$ cat src/rtl/bmv_pkg.sv
package bmv_pkg;

    // Field and datapath widths.
    localparam int SAMPLE_W   = 16;
    localparam int MAG_W      = SAMPLE_W + 1;
    localparam int COUNT_W    = 13;
    localparam int SUM_W      = 28;
    localparam int SQSUM_W    = 44;
    localparam int SQ_HALF_W  = 22;
    localparam int MEAN_W     = 24;
    localparam int VAR_W      = 38;
    localparam int FRAC_W     = 8;

    // Shared multiplier: unsigned operands and registered product.
    localparam int MUL_W      = 28;
    localparam int PROD_W     = 2 * MUL_W;
    localparam int NSQ_W      = 57;
    localparam int LO_PROD_W  = COUNT_W + SQ_HALF_W;
    localparam int NN_W       = 2 * COUNT_W - 1;

    // Shared restoring divider.
    localparam int DIV_W      = NSQ_W + FRAC_W;
    localparam int DIVR_W     = NN_W;
    localparam int DIV_CNT_W  = $clog2(DIV_W + 1);

    // Batch limits and saturation bounds.
    localparam logic [COUNT_W-1:0] MAX_COUNT  = COUNT_W'(4096);
    localparam logic [COUNT_W-1:0] MIN_COUNT  = COUNT_W'(1);
    localparam logic [MEAN_W-1:0]  MEAN_MAX   = {1'b0, {(MEAN_W-1){1'b1}}};
    localparam logic [MEAN_W-1:0]  MEAN_MIN   = {1'b1, {(MEAN_W-1){1'b0}}};
    localparam logic [DIV_W-1:0]   MEAN_POS_LIM = DIV_W'(MEAN_MAX);
    localparam logic [DIV_W-1:0]   MEAN_NEG_LIM = DIV_W'(MEAN_MIN);
    localparam logic [VAR_W-1:0]   VAR_MAX    = {VAR_W{1'b1}};

    // Configuration port.
    localparam int APB_ADDR_W = 3;
    localparam int APB_DATA_W = 32;
    localparam logic REG_SAMPLE_COUNT = 1'b0;

    typedef struct packed {
        logic              start;
        logic [DIV_W-1:0]  dividend;
        logic [DIVR_W-1:0] divisor;
    } t_div_req;

    typedef struct packed {
        logic             done;
        logic [DIV_W-1:0] quotient;
    } t_div_rsp;

endpackage

$ cat src/rtl/bmv_if.sv
// Sample channel: one signed sample per transaction.
interface bmv_sample_if;
    import bmv_pkg::*;

    logic                       valid;
    logic                       ready;
    logic signed [SAMPLE_W-1:0] sample;

    modport source (output valid, output sample, input ready);
    modport sink   (input valid, input sample, output ready);
endinterface

// Result channel: mean and variance of one batch per transaction.
interface bmv_result_if;
    import bmv_pkg::*;

    logic                     valid;
    logic                     ready;
    logic signed [MEAN_W-1:0] mean_q8;
    logic [VAR_W-1:0]         variance_q8;

    modport source (output valid, output mean_q8, output variance_q8, input ready);
    modport sink   (input valid, input mean_q8, input variance_q8, output ready);
endinterface

$ cat src/rtl/bmv_cfg.sv
module bmv_cfg (
    input  logic                            i_clk,
    input  logic                            i_rst_n,
    input  logic                            psel,
    input  logic                            penable,
    input  logic                            pwrite,
    input  logic [bmv_pkg::APB_ADDR_W-1:0]  paddr,
    input  logic [bmv_pkg::APB_DATA_W-1:0]  pwdata,
    output logic [bmv_pkg::APB_DATA_W-1:0]  prdata,
    output logic                            pready,
    output logic [bmv_pkg::COUNT_W-1:0]     o_batch_size
);
    import bmv_pkg::*;

    logic [COUNT_W-1:0] r_sample_count;
    logic               w_sel_count;
    logic               w_write;

    // Register decode; the low two address bits are ignored by the decode.
    assign w_sel_count = (paddr[APB_ADDR_W-1:2] == REG_SAMPLE_COUNT);
    assign pready      = 1'b1;
    assign w_write     = psel && penable && pwrite && pready;

    always_ff @(posedge i_clk) begin
        if (!i_rst_n) begin
            r_sample_count <= MIN_COUNT;
        end else if (w_write && w_sel_count) begin
            r_sample_count <= pwdata[COUNT_W-1:0];
        end
    end

    // Read back the stored value.
    assign prdata = w_sel_count ? APB_DATA_W'(r_sample_count) : '0;

    // A count of zero behaves as one; values above the maximum are capped.
    always_comb begin
        if (r_sample_count == '0) begin
            o_batch_size = MIN_COUNT;
        end else if (r_sample_count > MAX_COUNT) begin
            o_batch_size = MAX_COUNT;
        end else begin
            o_batch_size = r_sample_count;
        end
    end
endmodule

$ cat src/rtl/bmv_mul.sv
module bmv_mul (
    input  logic                        i_clk,
    input  logic [bmv_pkg::MUL_W-1:0]   i_a,
    input  logic [bmv_pkg::MUL_W-1:0]   i_b,
    output logic [bmv_pkg::PROD_W-1:0]  o_prod
);
    import bmv_pkg::*;

    logic [PROD_W-1:0] r_prod;

    // Unsigned multiply with a register on the product.
    always_ff @(posedge i_clk) begin
        r_prod <= i_a * i_b;
    end

    assign o_prod = r_prod;
endmodule

$ cat src/rtl/bmv_div.sv
module bmv_div (
    input  logic               i_clk,
    input  logic               i_rst_n,
    input  bmv_pkg::t_div_req  i_req,
    output bmv_pkg::t_div_rsp  o_rsp
);
    import bmv_pkg::*;

    localparam logic [DIV_CNT_W-1:0] DIV_STEPS = DIV_CNT_W'(DIV_W);
    localparam logic [DIV_CNT_W-1:0] LAST_STEP = DIV_CNT_W'(1);

    logic [DIV_CNT_W-1:0] r_cnt;
    logic                 r_done;
    logic [DIVR_W-1:0]    r_rem;
    logic [DIVR_W-1:0]    r_div;
    logic [DIV_W-1:0]     r_quo;
    logic [DIVR_W:0]      w_shift;
    logic                 w_fit;
    logic [DIVR_W-1:0]    n_rem;

    // One restoring step: bring down the next dividend bit and try a subtract.
    always_comb begin
        w_shift = {r_rem, r_quo[DIV_W-1]};
        w_fit   = (w_shift >= {1'b0, r_div});
        if (w_fit) begin
            n_rem = DIVR_W'(w_shift - {1'b0, r_div});
        end else begin
            n_rem = w_shift[DIVR_W-1:0];
        end
    end

    // The quotient bits shift in as the dividend bits shift out.
    always_ff @(posedge i_clk) begin
        if (!i_rst_n) begin
            r_cnt  <= '0;
            r_done <= 1'b0;
        end else begin
            r_done <= 1'b0;
            if (i_req.start) begin
                r_cnt <= DIV_STEPS;
                r_rem <= '0;
                r_quo <= i_req.dividend;
                r_div <= i_req.divisor;
            end else if (r_cnt != '0) begin
                r_cnt  <= r_cnt - LAST_STEP;
                r_rem  <= n_rem;
                r_quo  <= {r_quo[DIV_W-2:0], w_fit};
                r_done <= (r_cnt == LAST_STEP);
            end
        end
    end

    assign o_rsp.done     = r_done;
    assign o_rsp.quotient = r_quo;
endmodule

$ cat src/rtl/batch_mean_variance.sv
// Channel   | Direction | Transaction contents
// ----------+-----------+------------------------------------------------
// sample    | in        | sample: signed 16-bit value
// result    | out       | mean_q8 (signed 24), variance_q8 (unsigned 38)
// config    | APB       | sample_count at byte address 0
//
// A sample that does not close a batch is squared on the shared multiplier
// and then accumulated. The sample that closes a batch also takes four
// further passes through the shared multiplier and two 65-step divisions
// on the shared one-bit-per-cycle divider, plus any wait for the output
// register to be taken.
// Reset is synchronous and active low; it clears the accumulators and the
// output valid flag, sets the batch size to one. A finished result waits
// in the output register while further samples are taken; only the next
// result waits for it to be taken.
module batch_mean_variance (
    input  logic                            i_clk,
    input  logic                            i_rst_n,
    bmv_sample_if.sink                      i_sample_ch,
    bmv_result_if.source                    o_result_ch,
    input  logic                            psel,
    input  logic                            penable,
    input  logic                            pwrite,
    input  logic [bmv_pkg::APB_ADDR_W-1:0]  paddr,
    input  logic [bmv_pkg::APB_DATA_W-1:0]  pwdata,
    output logic [bmv_pkg::APB_DATA_W-1:0]  prdata,
    output logic                            pready
);
    import bmv_pkg::*;

    localparam logic [3:0] S_IDLE = 4'd0;
    localparam logic [3:0] S_ACC  = 4'd1;
    localparam logic [3:0] S_SQ   = 4'd2;
    localparam logic [3:0] S_NLO  = 4'd3;
    localparam logic [3:0] S_NHI  = 4'd4;
    localparam logic [3:0] S_NN   = 4'd5;
    localparam logic [3:0] S_DIFF = 4'd6;
    localparam logic [3:0] S_DIVM = 4'd7;
    localparam logic [3:0] S_DIVV = 4'd8;
    localparam logic [3:0] S_OUT  = 4'd9;

    logic [3:0]                 r_state;
    logic signed [SAMPLE_W-1:0] r_s;
    logic signed [SUM_W-1:0]    r_sum;
    logic [SQSUM_W-1:0]         r_sumsq;
    logic [COUNT_W-1:0]         r_seen;
    logic [COUNT_W-1:0]         r_n;
    logic [PROD_W-1:0]          r_sq;
    logic [NSQ_W-1:0]           r_nsq;
    logic [NN_W-1:0]            r_nn;
    logic [NSQ_W-1:0]           r_diff;
    logic [MEAN_W-1:0]          r_mean;
    logic [VAR_W-1:0]           r_var;
    logic                       r_out_valid;
    logic [MEAN_W-1:0]          r_out_mean;
    logic [VAR_W-1:0]           r_out_var;

    logic [COUNT_W-1:0]         w_batch_size;
    logic [COUNT_W-1:0]         w_seen_next;
    logic signed [MAG_W-1:0]    w_ext;
    logic [MAG_W-1:0]           w_mag;
    logic [SUM_W-1:0]           w_abs_sum;
    logic [MUL_W-1:0]           w_mul_a;
    logic [MUL_W-1:0]           w_mul_b;
    logic [PROD_W-1:0]          w_prod;
    logic                       w_in_acc;
    logic                       w_out_free;
    logic [MEAN_W-1:0]          w_mean_sat;
    logic [VAR_W-1:0]           w_var_sat;
    t_div_req                   w_div_req;
    t_div_rsp                   w_div_rsp;

    bmv_cfg u_cfg (
        .i_clk        (i_clk),
        .i_rst_n      (i_rst_n),
        .psel         (psel),
        .penable      (penable),
        .pwrite       (pwrite),
        .paddr        (paddr),
        .pwdata       (pwdata),
        .prdata       (prdata),
        .pready       (pready),
        .o_batch_size (w_batch_size)
    );

    bmv_mul u_mul (
        .i_clk  (i_clk),
        .i_a    (w_mul_a),
        .i_b    (w_mul_b),
        .o_prod (w_prod)
    );

    bmv_div u_div (
        .i_clk   (i_clk),
        .i_rst_n (i_rst_n),
        .i_req   (w_div_req),
        .o_rsp   (w_div_rsp)
    );

    // Handshake terms.
    assign i_sample_ch.ready = (r_state == S_IDLE);
    assign w_in_acc          = i_sample_ch.valid && i_sample_ch.ready;
    assign w_out_free        = !r_out_valid || o_result_ch.ready;

    // Magnitudes for the unsigned multiplier.
    assign w_ext       = MAG_W'(i_sample_ch.sample);
    assign w_mag       = w_ext[MAG_W-1] ? MAG_W'(-w_ext) : MAG_W'(w_ext);
    assign w_abs_sum   = r_sum[SUM_W-1] ? SUM_W'(-r_sum) : SUM_W'(r_sum);
    assign w_seen_next = r_seen + COUNT_W'(1);

    // Operand selection for the shared multiplier, one product per state.
    always_comb begin
        case (r_state)
            S_IDLE: begin
                w_mul_a = MUL_W'(w_mag);
                w_mul_b = MUL_W'(w_mag);
            end
            S_SQ: begin
                w_mul_a = MUL_W'(w_abs_sum);
                w_mul_b = MUL_W'(w_abs_sum);
            end
            S_NLO: begin
                w_mul_a = MUL_W'(r_n);
                w_mul_b = MUL_W'(r_sumsq[SQ_HALF_W-1:0]);
            end
            S_NHI: begin
                w_mul_a = MUL_W'(r_n);
                w_mul_b = MUL_W'(r_sumsq[SQSUM_W-1:SQ_HALF_W]);
            end
            S_NN: begin
                w_mul_a = MUL_W'(r_n);
                w_mul_b = MUL_W'(r_n);
            end
            default: begin
                w_mul_a = '0;
                w_mul_b = '0;
            end
        endcase
    end

    // Divider requests: mean first, then variance.
    always_comb begin
        w_div_req.start    = 1'b0;
        w_div_req.dividend = '0;
        w_div_req.divisor  = '0;
        if (r_state == S_DIFF) begin
            w_div_req.start    = 1'b1;
            w_div_req.dividend = DIV_W'({w_abs_sum, {FRAC_W{1'b0}}});
            w_div_req.divisor  = DIVR_W'(r_n);
        end else if (r_state == S_DIVM && w_div_rsp.done) begin
            w_div_req.start    = 1'b1;
            w_div_req.dividend = {r_diff, {FRAC_W{1'b0}}};
            w_div_req.divisor  = r_nn;
        end
    end

    // Apply the sign to the mean magnitude and saturate both results.
    always_comb begin
        if (r_sum[SUM_W-1]) begin
            if (w_div_rsp.quotient > MEAN_NEG_LIM) begin
                w_mean_sat = MEAN_MIN;
            end else begin
                w_mean_sat = MEAN_W'(-w_div_rsp.quotient[MEAN_W-1:0]);
            end
        end else if (w_div_rsp.quotient > MEAN_POS_LIM) begin
            w_mean_sat = MEAN_MAX;
        end else begin
            w_mean_sat = w_div_rsp.quotient[MEAN_W-1:0];
        end
        if (w_div_rsp.quotient > DIV_W'(VAR_MAX)) begin
            w_var_sat = VAR_MAX;
        end else begin
            w_var_sat = w_div_rsp.quotient[VAR_W-1:0];
        end
    end

    // Sequencer and accumulators.
    always_ff @(posedge i_clk) begin
        if (!i_rst_n) begin
            r_state <= S_IDLE;
            r_sum   <= '0;
            r_sumsq <= '0;
            r_seen  <= '0;
        end else begin
            case (r_state)
                S_IDLE: begin
                    if (w_in_acc) begin
                        r_s     <= i_sample_ch.sample;
                        r_state <= S_ACC;
                    end
                end
                S_ACC: begin
                    r_sum   <= r_sum + SUM_W'(r_s);
                    r_sumsq <= r_sumsq + SQSUM_W'(w_prod);
                    r_seen  <= w_seen_next;
                    if (w_seen_next >= w_batch_size) begin
                        r_n     <= w_seen_next;
                        r_state <= S_SQ;
                    end else begin
                        r_state <= S_IDLE;
                    end
                end
                S_SQ: begin
                    r_state <= S_NLO;
                end
                S_NLO: begin
                    r_sq    <= w_prod;
                    r_state <= S_NHI;
                end
                S_NHI: begin
                    r_nsq   <= NSQ_W'(w_prod[LO_PROD_W-1:0]);
                    r_state <= S_NN;
                end
                S_NN: begin
                    r_nsq   <= r_nsq + NSQ_W'({w_prod[LO_PROD_W-1:0], {SQ_HALF_W{1'b0}}});
                    r_state <= S_DIFF;
                end
                S_DIFF: begin
                    r_nn <= w_prod[NN_W-1:0];
                    if (r_nsq > NSQ_W'(r_sq)) begin
                        r_diff <= r_nsq - NSQ_W'(r_sq);
                    end else begin
                        r_diff <= '0;
                    end
                    r_state <= S_DIVM;
                end
                S_DIVM: begin
                    if (w_div_rsp.done) begin
                        r_mean  <= w_mean_sat;
                        r_state <= S_DIVV;
                    end
                end
                S_DIVV: begin
                    if (w_div_rsp.done) begin
                        r_var   <= w_var_sat;
                        r_state <= S_OUT;
                    end
                end
                S_OUT: begin
                    if (w_out_free) begin
                        r_sum   <= '0;
                        r_sumsq <= '0;
                        r_seen  <= '0;
                        r_state <= S_IDLE;
                    end
                end
                default: begin
                    r_state <= S_IDLE;
                end
            endcase
        end
    end

    // Output register; a result is loaded once the previous one is taken.
    always_ff @(posedge i_clk) begin
        if (!i_rst_n) begin
            r_out_valid <= 1'b0;
        end else if (r_state == S_OUT && w_out_free) begin
            r_out_valid <= 1'b1;
            r_out_mean  <= r_mean;
            r_out_var   <= r_var;
        end else if (o_result_ch.ready) begin
            r_out_valid <= 1'b0;
        end
    end

    assign o_result_ch.valid       = r_out_valid;
    assign o_result_ch.mean_q8     = r_out_mean;
    assign o_result_ch.variance_q8 = r_out_var;
endmodule

$ cat src/flat_wrapper.sv
// flat-port wrapper written by rule: the top's interface ports become plain ports
module batch_mean_variance_flat import bmv_pkg::*;
  (i_clk, i_rst_n, psel, penable, pwrite, paddr, pwdata, prdata, pready, i_sample_ch_valid, i_sample_ch_sample, i_sample_ch_ready, o_result_ch_valid, o_result_ch_mean_q8, o_result_ch_variance_q8, o_result_ch_ready);
  bmv_sample_if i_sample_ch_i ();
  bmv_result_if o_result_ch_i ();
  input  logic i_clk;
  input  logic i_rst_n;
  input  logic psel;
  input  logic penable;
  input  logic pwrite;
  input  logic [bmv_pkg::APB_ADDR_W-1:0] paddr;
  input  logic [bmv_pkg::APB_DATA_W-1:0] pwdata;
  output logic [bmv_pkg::APB_DATA_W-1:0] prdata;
  output logic pready;
  input wire logic [$bits(i_sample_ch_i.valid)-1:0] i_sample_ch_valid;
  input wire logic [$bits(i_sample_ch_i.sample)-1:0] i_sample_ch_sample;
  output wire logic [$bits(i_sample_ch_i.ready)-1:0] i_sample_ch_ready;
  output wire logic [$bits(o_result_ch_i.valid)-1:0] o_result_ch_valid;
  output wire logic [$bits(o_result_ch_i.mean_q8)-1:0] o_result_ch_mean_q8;
  output wire logic [$bits(o_result_ch_i.variance_q8)-1:0] o_result_ch_variance_q8;
  input wire logic [$bits(o_result_ch_i.ready)-1:0] o_result_ch_ready;
  assign i_sample_ch_i.valid = i_sample_ch_valid;
  assign i_sample_ch_i.sample = i_sample_ch_sample;
  assign i_sample_ch_ready = i_sample_ch_i.ready;
  assign o_result_ch_valid = o_result_ch_i.valid;
  assign o_result_ch_mean_q8 = o_result_ch_i.mean_q8;
  assign o_result_ch_variance_q8 = o_result_ch_i.variance_q8;
  assign o_result_ch_i.ready = o_result_ch_ready;
  batch_mean_variance u_core (.i_clk(i_clk), .i_rst_n(i_rst_n), .i_sample_ch(i_sample_ch_i), .o_result_ch(o_result_ch_i), .psel(psel), .penable(penable), .pwrite(pwrite), .paddr(paddr), .pwdata(pwdata), .prdata(prdata), .pready(pready));
endmodule
$ cat config.mk
export PLATFORM = sky130hd
export DESIGN_NAME = batch_mean_variance_flat
export DESIGN_NICKNAME = d
export VERILOG_FILES = /design/src/rtl/bmv_pkg.sv /design/src/rtl/bmv_if.sv /design/src/rtl/bmv_cfg.sv /design/src/rtl/bmv_mul.sv /design/src/rtl/bmv_div.sv /design/src/rtl/batch_mean_variance.sv /design/src/flat_wrapper.sv
export SDC_FILE = /design/constraint.sdc
export NUM_CORES = 2
export LEC_CHECK = 0
export ABC_AREA = 1
export BUFFER_PORTS_ARGS = -buffer_cell sky130_fd_sc_hd__buf_2
export CAP_MARGIN = 15
export CORE_AREA = 2 2 401 363
export CTS_CLUSTER_SIZE = 25
export DETAILED_ROUTE_END_ITERATION = 10
export DIE_AREA = 0 0 403 365
export MAX_ROUTING_LAYER = met4
export PLACE_DENSITY_LB_ADDON = 0.1
export SLEW_MARGIN = 0
export SYNTH_ARGS = -nofsm -noshare
export SYNTH_HDL_FRONTEND = slang
export SYNTH_SLANG_ARGS = --single-unit
$ cat constraint.sdc
create_clock -name i_clk -period 8.2 [get_ports i_clk]
set_clock_uncertainty 0.2 [all_clocks]
set_input_delay 1.64 -clock i_clk [delete_from_list [all_inputs] [get_ports i_clk]]
set_output_delay 1.64 -clock i_clk [all_outputs]
set_load 0.1 [all_outputs]
Word-level counts from Yosys, hierarchy flattened
Cells that the tools add are included.
Widths: inputs -> output; s select.
- bits in registers: 630
- latch bits: 0
- RAM bits: 0
- memory bits (read-only): 0
- bits of input ports: 58
- output and inout bits: 97
- logic and storage cells: 124
- memories kept: 0
- $add $sub $neg: 10
- $mul: 1
- divide/modulo/power cells: 0
- magnitude comparators: 7
- equal/unequal tests: 14
- shift operators: 0
- muxes and demuxes: 33
- bitwise operators: 4
- reduce and logical (&&, ||, !) cells: 31
- operators by type and width (operator ; number):
    $mux 91 ; 2
    $pmux 28 s5 ; 1
    $mux 65 ; 2
    $pmux 57 s2 ; 1
    $pmux 44 s2 ; 1
    $pmux 28 s3 ; 1
    $mux 24 ; 3
    $gt 65x23->1 const B ; 1
    $gt 65x24->1 const B ; 1
    $gt 65x38->1 const B ; 1
    $add 57x57->57 ; 1
    $gt 57x56->1 ; 1
    $sub 57x56->57 ; 1
    $mul 28x28->56 ; 1
    $mux 28 ; 2
    $pmux 28 s2 ; 1
    $mux 13 ; 4
    $mux 25 ; 2
    $add 44x44->44 ; 1
    $mux 44 ; 1
    $pmux 4 s10 ; 1
    $add 28x16->28 ; 1
    $neg 28->28 ; 1
    $ge 26x25->1 ; 1
    other kinds (33) ; 67

Logic depth before layout (Yosys ltp)
- depth in word-level cells: 6
- gate-level depth with buffers: 41
- mapped depth without buffers: 40

Hierarchy
Synthesis repeated with hierarchy kept, for this count alone.
- cells, all modules: 9395
- area, all modules: 68559.5 µm²
- by module, submodules not included (module ; instances ; cells an instance ; area an instance (µm²)):
    batch_mean_variance ; 1 ; 4432 ; 31428.9
    bmv_mul ; 1 ; 3941 ; 29065.4
    bmv_div ; 1 ; 888 ; 7208.2
    bmv_cfg ; 1 ; 134 ; 857.1

Worst setup path before layout
OpenSTA, ideal clock, no wires.
- path kind: input -> register
- start point: input i_sample_ch_sample[0]
- end point: register u_core.u_mul.r_prod[53], in the netlist u_core.u_mul.o_prod[53]
- data arrival time: 8079 ps
- data required time: 7888 ps
- path slack: -192 ps
- cell stages on the path: 34
- path buffers: 2
- cells stage by stage: inv_1 > ha_1 > nand2_1 > inv_1 > nand3_1 > nand2_1 > a21oi_1 > o21ai_1 > nand3_1 > buf_2 > buf_4 > nand2_1 > fa_1 > inv_1 > fa_1 > inv_1 > fa_1 > fa_1 > fa_1 > inv_1 > fa_1 > inv_1 > fa_1 > inv_1 > ha_1 > nand2_1 > nor2_1 > inv_1 > nor2_1 > inv_1 > o21ai_0 > nand3_1 > nand3_1 > nand2_1
- longest elaborated chain between the ends: 4
- elaborated cells between the ends (all ways): 5
- classes of those cells: 1 x add/sub; 1 x mul; 3 x mux
- ends and longest elaborated chain (element ; RTL line ; source):
    start, declared ; flat_wrapper.sv:16 ; input wire logic [$bits(i_sample_ch_i.sample)-1:0] i_sample_ch_sample;
    $neg 16->17 ; batch_mean_variance.sv:107 ; assign w_mag = w_ext[MAG_W-1] ? MAG_W'(-w_ext) : MAG_W'(w_ext);
    $mux 17 (*) ; batch_mean_variance.sv:107 ;
    $pmux 28 s5 or $pmux 28 s3 (tied branches) ; batch_mean_variance.sv:113 ; case (r_state)
    $mul 28x28->56 (*) ; bmv_mul.sv:13 ; r_prod <= i_a * i_b;
    end signal, assigned ; bmv_mul.sv:13 ;
    end, declared ; bmv_mul.sv:9 ; logic [PROD_W-1:0] r_prod;
Mark *: on every way between the ends. The rest lies on a longest branch, timed or not.
A chain may end at the register's enable or synchronous reset.

Final worst setup path
- start point: input i_sample_ch_sample[0]
- end point: register u_core.u_mul.r_prod[37], in the netlist u_core.u_mul.o_prod[37]
Same word-level chain as after synthesis.

==> results by stage <==
Floorplanning:
- The floorplan step defined a die boundary enclosing 0.147 sq mm.
- For this configuration, the core starts out at a cell density of 0.458.
- The die boundary height is 365 um.
- The I/O pin count is between 150 and 200.
- The core box area is 0.143 sq mm.
- The floorplan step set the die width to approximately 400 um.
- Row generation in the floorplan step produced 132 rows.

Global routing:
- The pin count of the biggest net entering global routing is 83.
- The first global-routing pass estimated 358,000 um of wire.
- For this run, the total global-route usage over all layers was measured as 0.338.
- The number of global-route vias before repair was around 56,000.
- Summed over all layers, the global routing overflow is 0.
- The initial antenna violation count was 6.

Hold path:
- The endpoint with the worst hold slack is u_core.r_sq[51].
- Along the worst hold path, the cell count comes to 0.
- The type of the worst min-delay path is reg -> reg.
- The start point of the worst hold path is u_core.u_mul.o_prod[51].

Worst setup path:
- The setup check on the worst reg-to-reg path leaves a slack of approximately 0.090 ns.
- Of all nets on the critical path, the largest fanout is 6.
- In this run the critical register-to-register path is captured at u_core.u_mul.o_prod[54].
- STA puts the critical path data arrival time at 8.62 ns.
- The worst setup path startpoint is i_sample_ch_sample[0].
- The worst register-to-register path begins at u_core.r_sum[1].
- The kind of critical path is in -> reg.
- The dominant cell type by count on the critical path is fa_1.
- For the worst setup path, the data required time is 8.58 ns.
- The slowest stage cell on the critical path is fa_1.
- The number of cells on the worst reg-to-reg path is 36.
- The kind of capture point of the worst setup path is a flip-flop.
- The kind of start point of the critical path is a primary input.
- On the worst path, the slowest cell contributes a delay of approximately 0.56 ns.

Timing:
- The highest clock rate is 0.121 GHz.
- The relative slew slack is 0.244.
- For the pin with the worst max-slew slack, the measured transition is 1.13 ns.
- The final cycle utilization of the critical path is 1.00.
- The final count of hold timing violations is 0.
- Setup slack on the critical path of the routed design comes to -0.0378 ns.
- The number of pins with negative max-slew slack in the final report came to 0.
- The minimum hold slack is about 0.2 ns.
- Setup repair after global routing could not meet its margin everywhere.
- Setup violations remaining at the end of the flow were counted as 5.
- The time the final worst path needs with I/O delays and setup is 8.24 ns.

Clock network:
- The TritonCTS clock tree is done.
- The clock transition time at the flip-flop clock pins of the worst setup and hold paths is 0.06 ns.
- The total CTS buffers is 75.
- The tree built by TritonCTS fans out to 630 sinks.
- The H-tree was split into 3 levels.
- The cell sitting at the root of the clock tree is a clkbuf_16.
- The worst-skew pair later-pin latency is 0.70 ns.
- Hold repair after CTS inserted 0 buffers.
- The maximum buffer depth of the clock tree is 3.

Finish:
- After the last flow step, the layout net total stands at 10,300.
- In the final layout, the share of cells above drive strength 1 is 0.167.
- The sequential cells in the finished layout cover a total of between 0.015 and 0.02 sq mm.
- Summing all multi-input logic gate instances after layout gives ~0.042 sq mm.
- The layout has 13,900 filler cells.
- The synthesis-to-layout area growth is 19.4%.

Detailed routing:
- Across all layers, the routed design uses approximately 58,000 vias.
- The number of optimization iterations in the first detailed-route pass is 6.
- The count of nets left with antenna violations once routing finished came out at 0.
- Dividing the detail-routed wire length by the instance count gives between 20 and 25 um.
- The total wirelength of the detailed-routed design is between 200,000 and 250,000 um.
- Dividing the detail-routed via count by the number of cells gives around 5.3.
- Detailed routing placed a total of 108,000 um of wire on met2.
- The wire length the detailed router placed on met1 is 107,000 um.
- After detailed routing, the number of remaining DRC violations is 0.
- In this run the top signal layer used is met4.
- The met3 wire length is between 15,000 and 20,000 um.
- The detailed router finished its first iteration with 5,397 violations.

Yosys:
- The share of async-settable or async-resettable flops after synthesis is 0.
- The count of synthesis-stage warnings from yosys is 0.
- Among all flip-flop cells after synthesis, the most frequent one is edfxtp_1.
- After synthesis, the cell types taking the most area are edfxtp_1, fa_1, nand2_1, inv_1, ha_1.
- The portion of synthesized cell area occupied by the leading cell type is 0.212.
- The synthesized area per cell is approximately 7.7 sq um.
- The number of enable flip-flop cells after synthesis is 463.
- The most area-hungry cell type in the Yosys netlist is edfxtp_1.
- Synthesis produced a netlist whose cell count is between 8,000 and 9,000.
- The share of the Yosys chip area taken by registers is 0.263.
- After synthesis the netlist holds a flip-flop and latch count of 630.
- After synthesis, the netlist uses 66 different library cells.
- The synthesized netlist occupies a cell area of 0.0655 sq mm.

Place:
- The wire-length estimate of the detail-placed layout is 201,000 um.
- The last weighted congestion value of the routability-driven placer is 1.02.
- Port buffering added 113 buffers.

Outcome:
- The final reports fail on negative setup slack.
- The flow ran to the end, but the final reports show violations.

Job:
- Max-cap violations in this run came to 0.
-- worst max-delay path, delay by kind of cell --
| family | cells | cell delay, ns |
|---|---|---|
| fa+ha+maj | 8 | 3.86 |
| simple gates | 11 | 1.22 |
| buf+inv | 13 | 1.17 |
| compound gates | 3 | 0.51 |
| xor+xnor | 1 | 0.18 |
-- sequential cells by signal, indices dropped and copies added (netlist names), 24 cells and up --
name,count
u_core.u_div.r_quo,65
u_core.r_diff,57
u_core.r_nsq,57
u_core.r_sq,56
u_core.u_mul.o_prod,56
u_core.r_sumsq,44
u_core.o_result_ch.variance_q8,38
u_core.r_var,38
u_core.r_sum,28
u_core.r_nn,25
u_core.u_div.r_div,25
u_core.u_div.r_rem,25
u_core.o_result_ch.mean_q8,24
u_core.r_mean,24
-- cells in the mapped netlist, types with 5 or more instances --
cell type / count
inv_1: 1864
o21a_1: 14
o211ai_1: 17
inv_2: 60
nand3_2: 9
nand2_2: 21
o21bai_1: 36
nand3b_1: 22
xnor2_1: 49
dfxtp_1: 167
nor3_2: 5
o21ai_0: 282
ha_1: 415
a22oi_1: 12
buf_4: 41
nor2_1: 907
a31oi_1: 9
or2_2: 8
nand4_1: 81
nor3_1: 67
a21oi_1: 473
fa_1: 679
nor2_2: 26
a21boi_0: 10
nand3_1: 309
buf_6: 6
nand2_4: 13
clkbuf_1: 56
o221ai_1: 6
edfxtp_1: 463
o21ai_1: 15
buf_1: 9
xor2_1: 101
buf_2: 96
nor4_1: 27
nor3b_1: 5
a21o_1: 12
a22o_1: 15
nand2_1: 2028
-- stage by stage --
step	std cells	setup TNS (ns)	setup slack, ns	instance area (sq um)	util
final	11100	-0.0713	-0.0378	78200	0.547
after global routing	11100	-4.36	-0.244	78200	0.547
after CTS	11100	-0.674	-0.0541	76400	0.534
after detailed placement	10900	-49.40	-1.29	72800	0.509
after global placement	10900	-48.37	-1.29	72800	0.509
after floorplan	8532	0	0.000672	65800	-
-- placed cells by master (no fill, tap or decap), types with 166 or more instances in the layout --
cell type | synthesis | routed
buf_4 | 41 | 547
fa_1 | 679 | 633
dfxtp_1 | 167 | 166
ha_1 | 415 | 383
o21ai_0 | 282 | 238
inv_1 | 1864 | 1759
nand3_1 | 309 | 293
edfxtp_1 | 463 | 463
a21oi_1 | 473 | 426
nand2_1 | 2028 | 1960
nor2_1 | 907 | 801
-- kinds of logic after synthesis --
logic type / synth area share
adders and majority gates: 0.287
xor gates and xnor gates: 0.0207
AOI/OAI and AO/OA: 0.0783
DFF: 0.263
other: 0.000115
and+or+nand+nor: 0.223
buffers and inverters: 0.128
-- layout make-up --
| class | instances | share of cell area |
|---|---|---|
| repair buffers | 773 | 0.0844 |
| diodes | 1 | 0.0000320 |
| multi-input cells | 5766 | 0.540 |
| clock inverters | 43 | 0.00627 |
| flip-flops and latches | 630 | 0.221 |
| well taps | 1876 | 0.0300 |
| clock buffers | 94 | 0.0258 |
| inverters | 1928 | 0.0932 |
-- repair_timing --
action                                  4_1_cts  5_1_grt
gates cloned                                  3        5
endpoints found under the setup margin       43       43
gates resized for setup                     256      427
buffers inserted                             20       41
pin swaps                                   109      194
-- how the worst max path moves through the flow --
stage                                    to  slack, ns
floorplan           u_core.u_mul.o_prod[43]     0.0007
global placement    u_core.u_mul.o_prod[54]      -1.29
detailed placement  u_core.u_mul.o_prod[38]      -1.29
CTS                 u_core.u_mul.o_prod[37]      -0.05
global route        u_core.u_mul.o_prod[44]      -0.24
finish              u_core.u_mul.o_prod[37]      -0.04
-- routing by layer --
layer	GRT usage	vias up
met5	-	-
met4	0.103	0
met3	0.0529	376
met2	0.511	2184
met1	0.468	28300
li1	-	27500
Power is left out: the tool's default activity adds up to more than one toggle a clock period on the data nets, which glitch-free logic cannot reach.
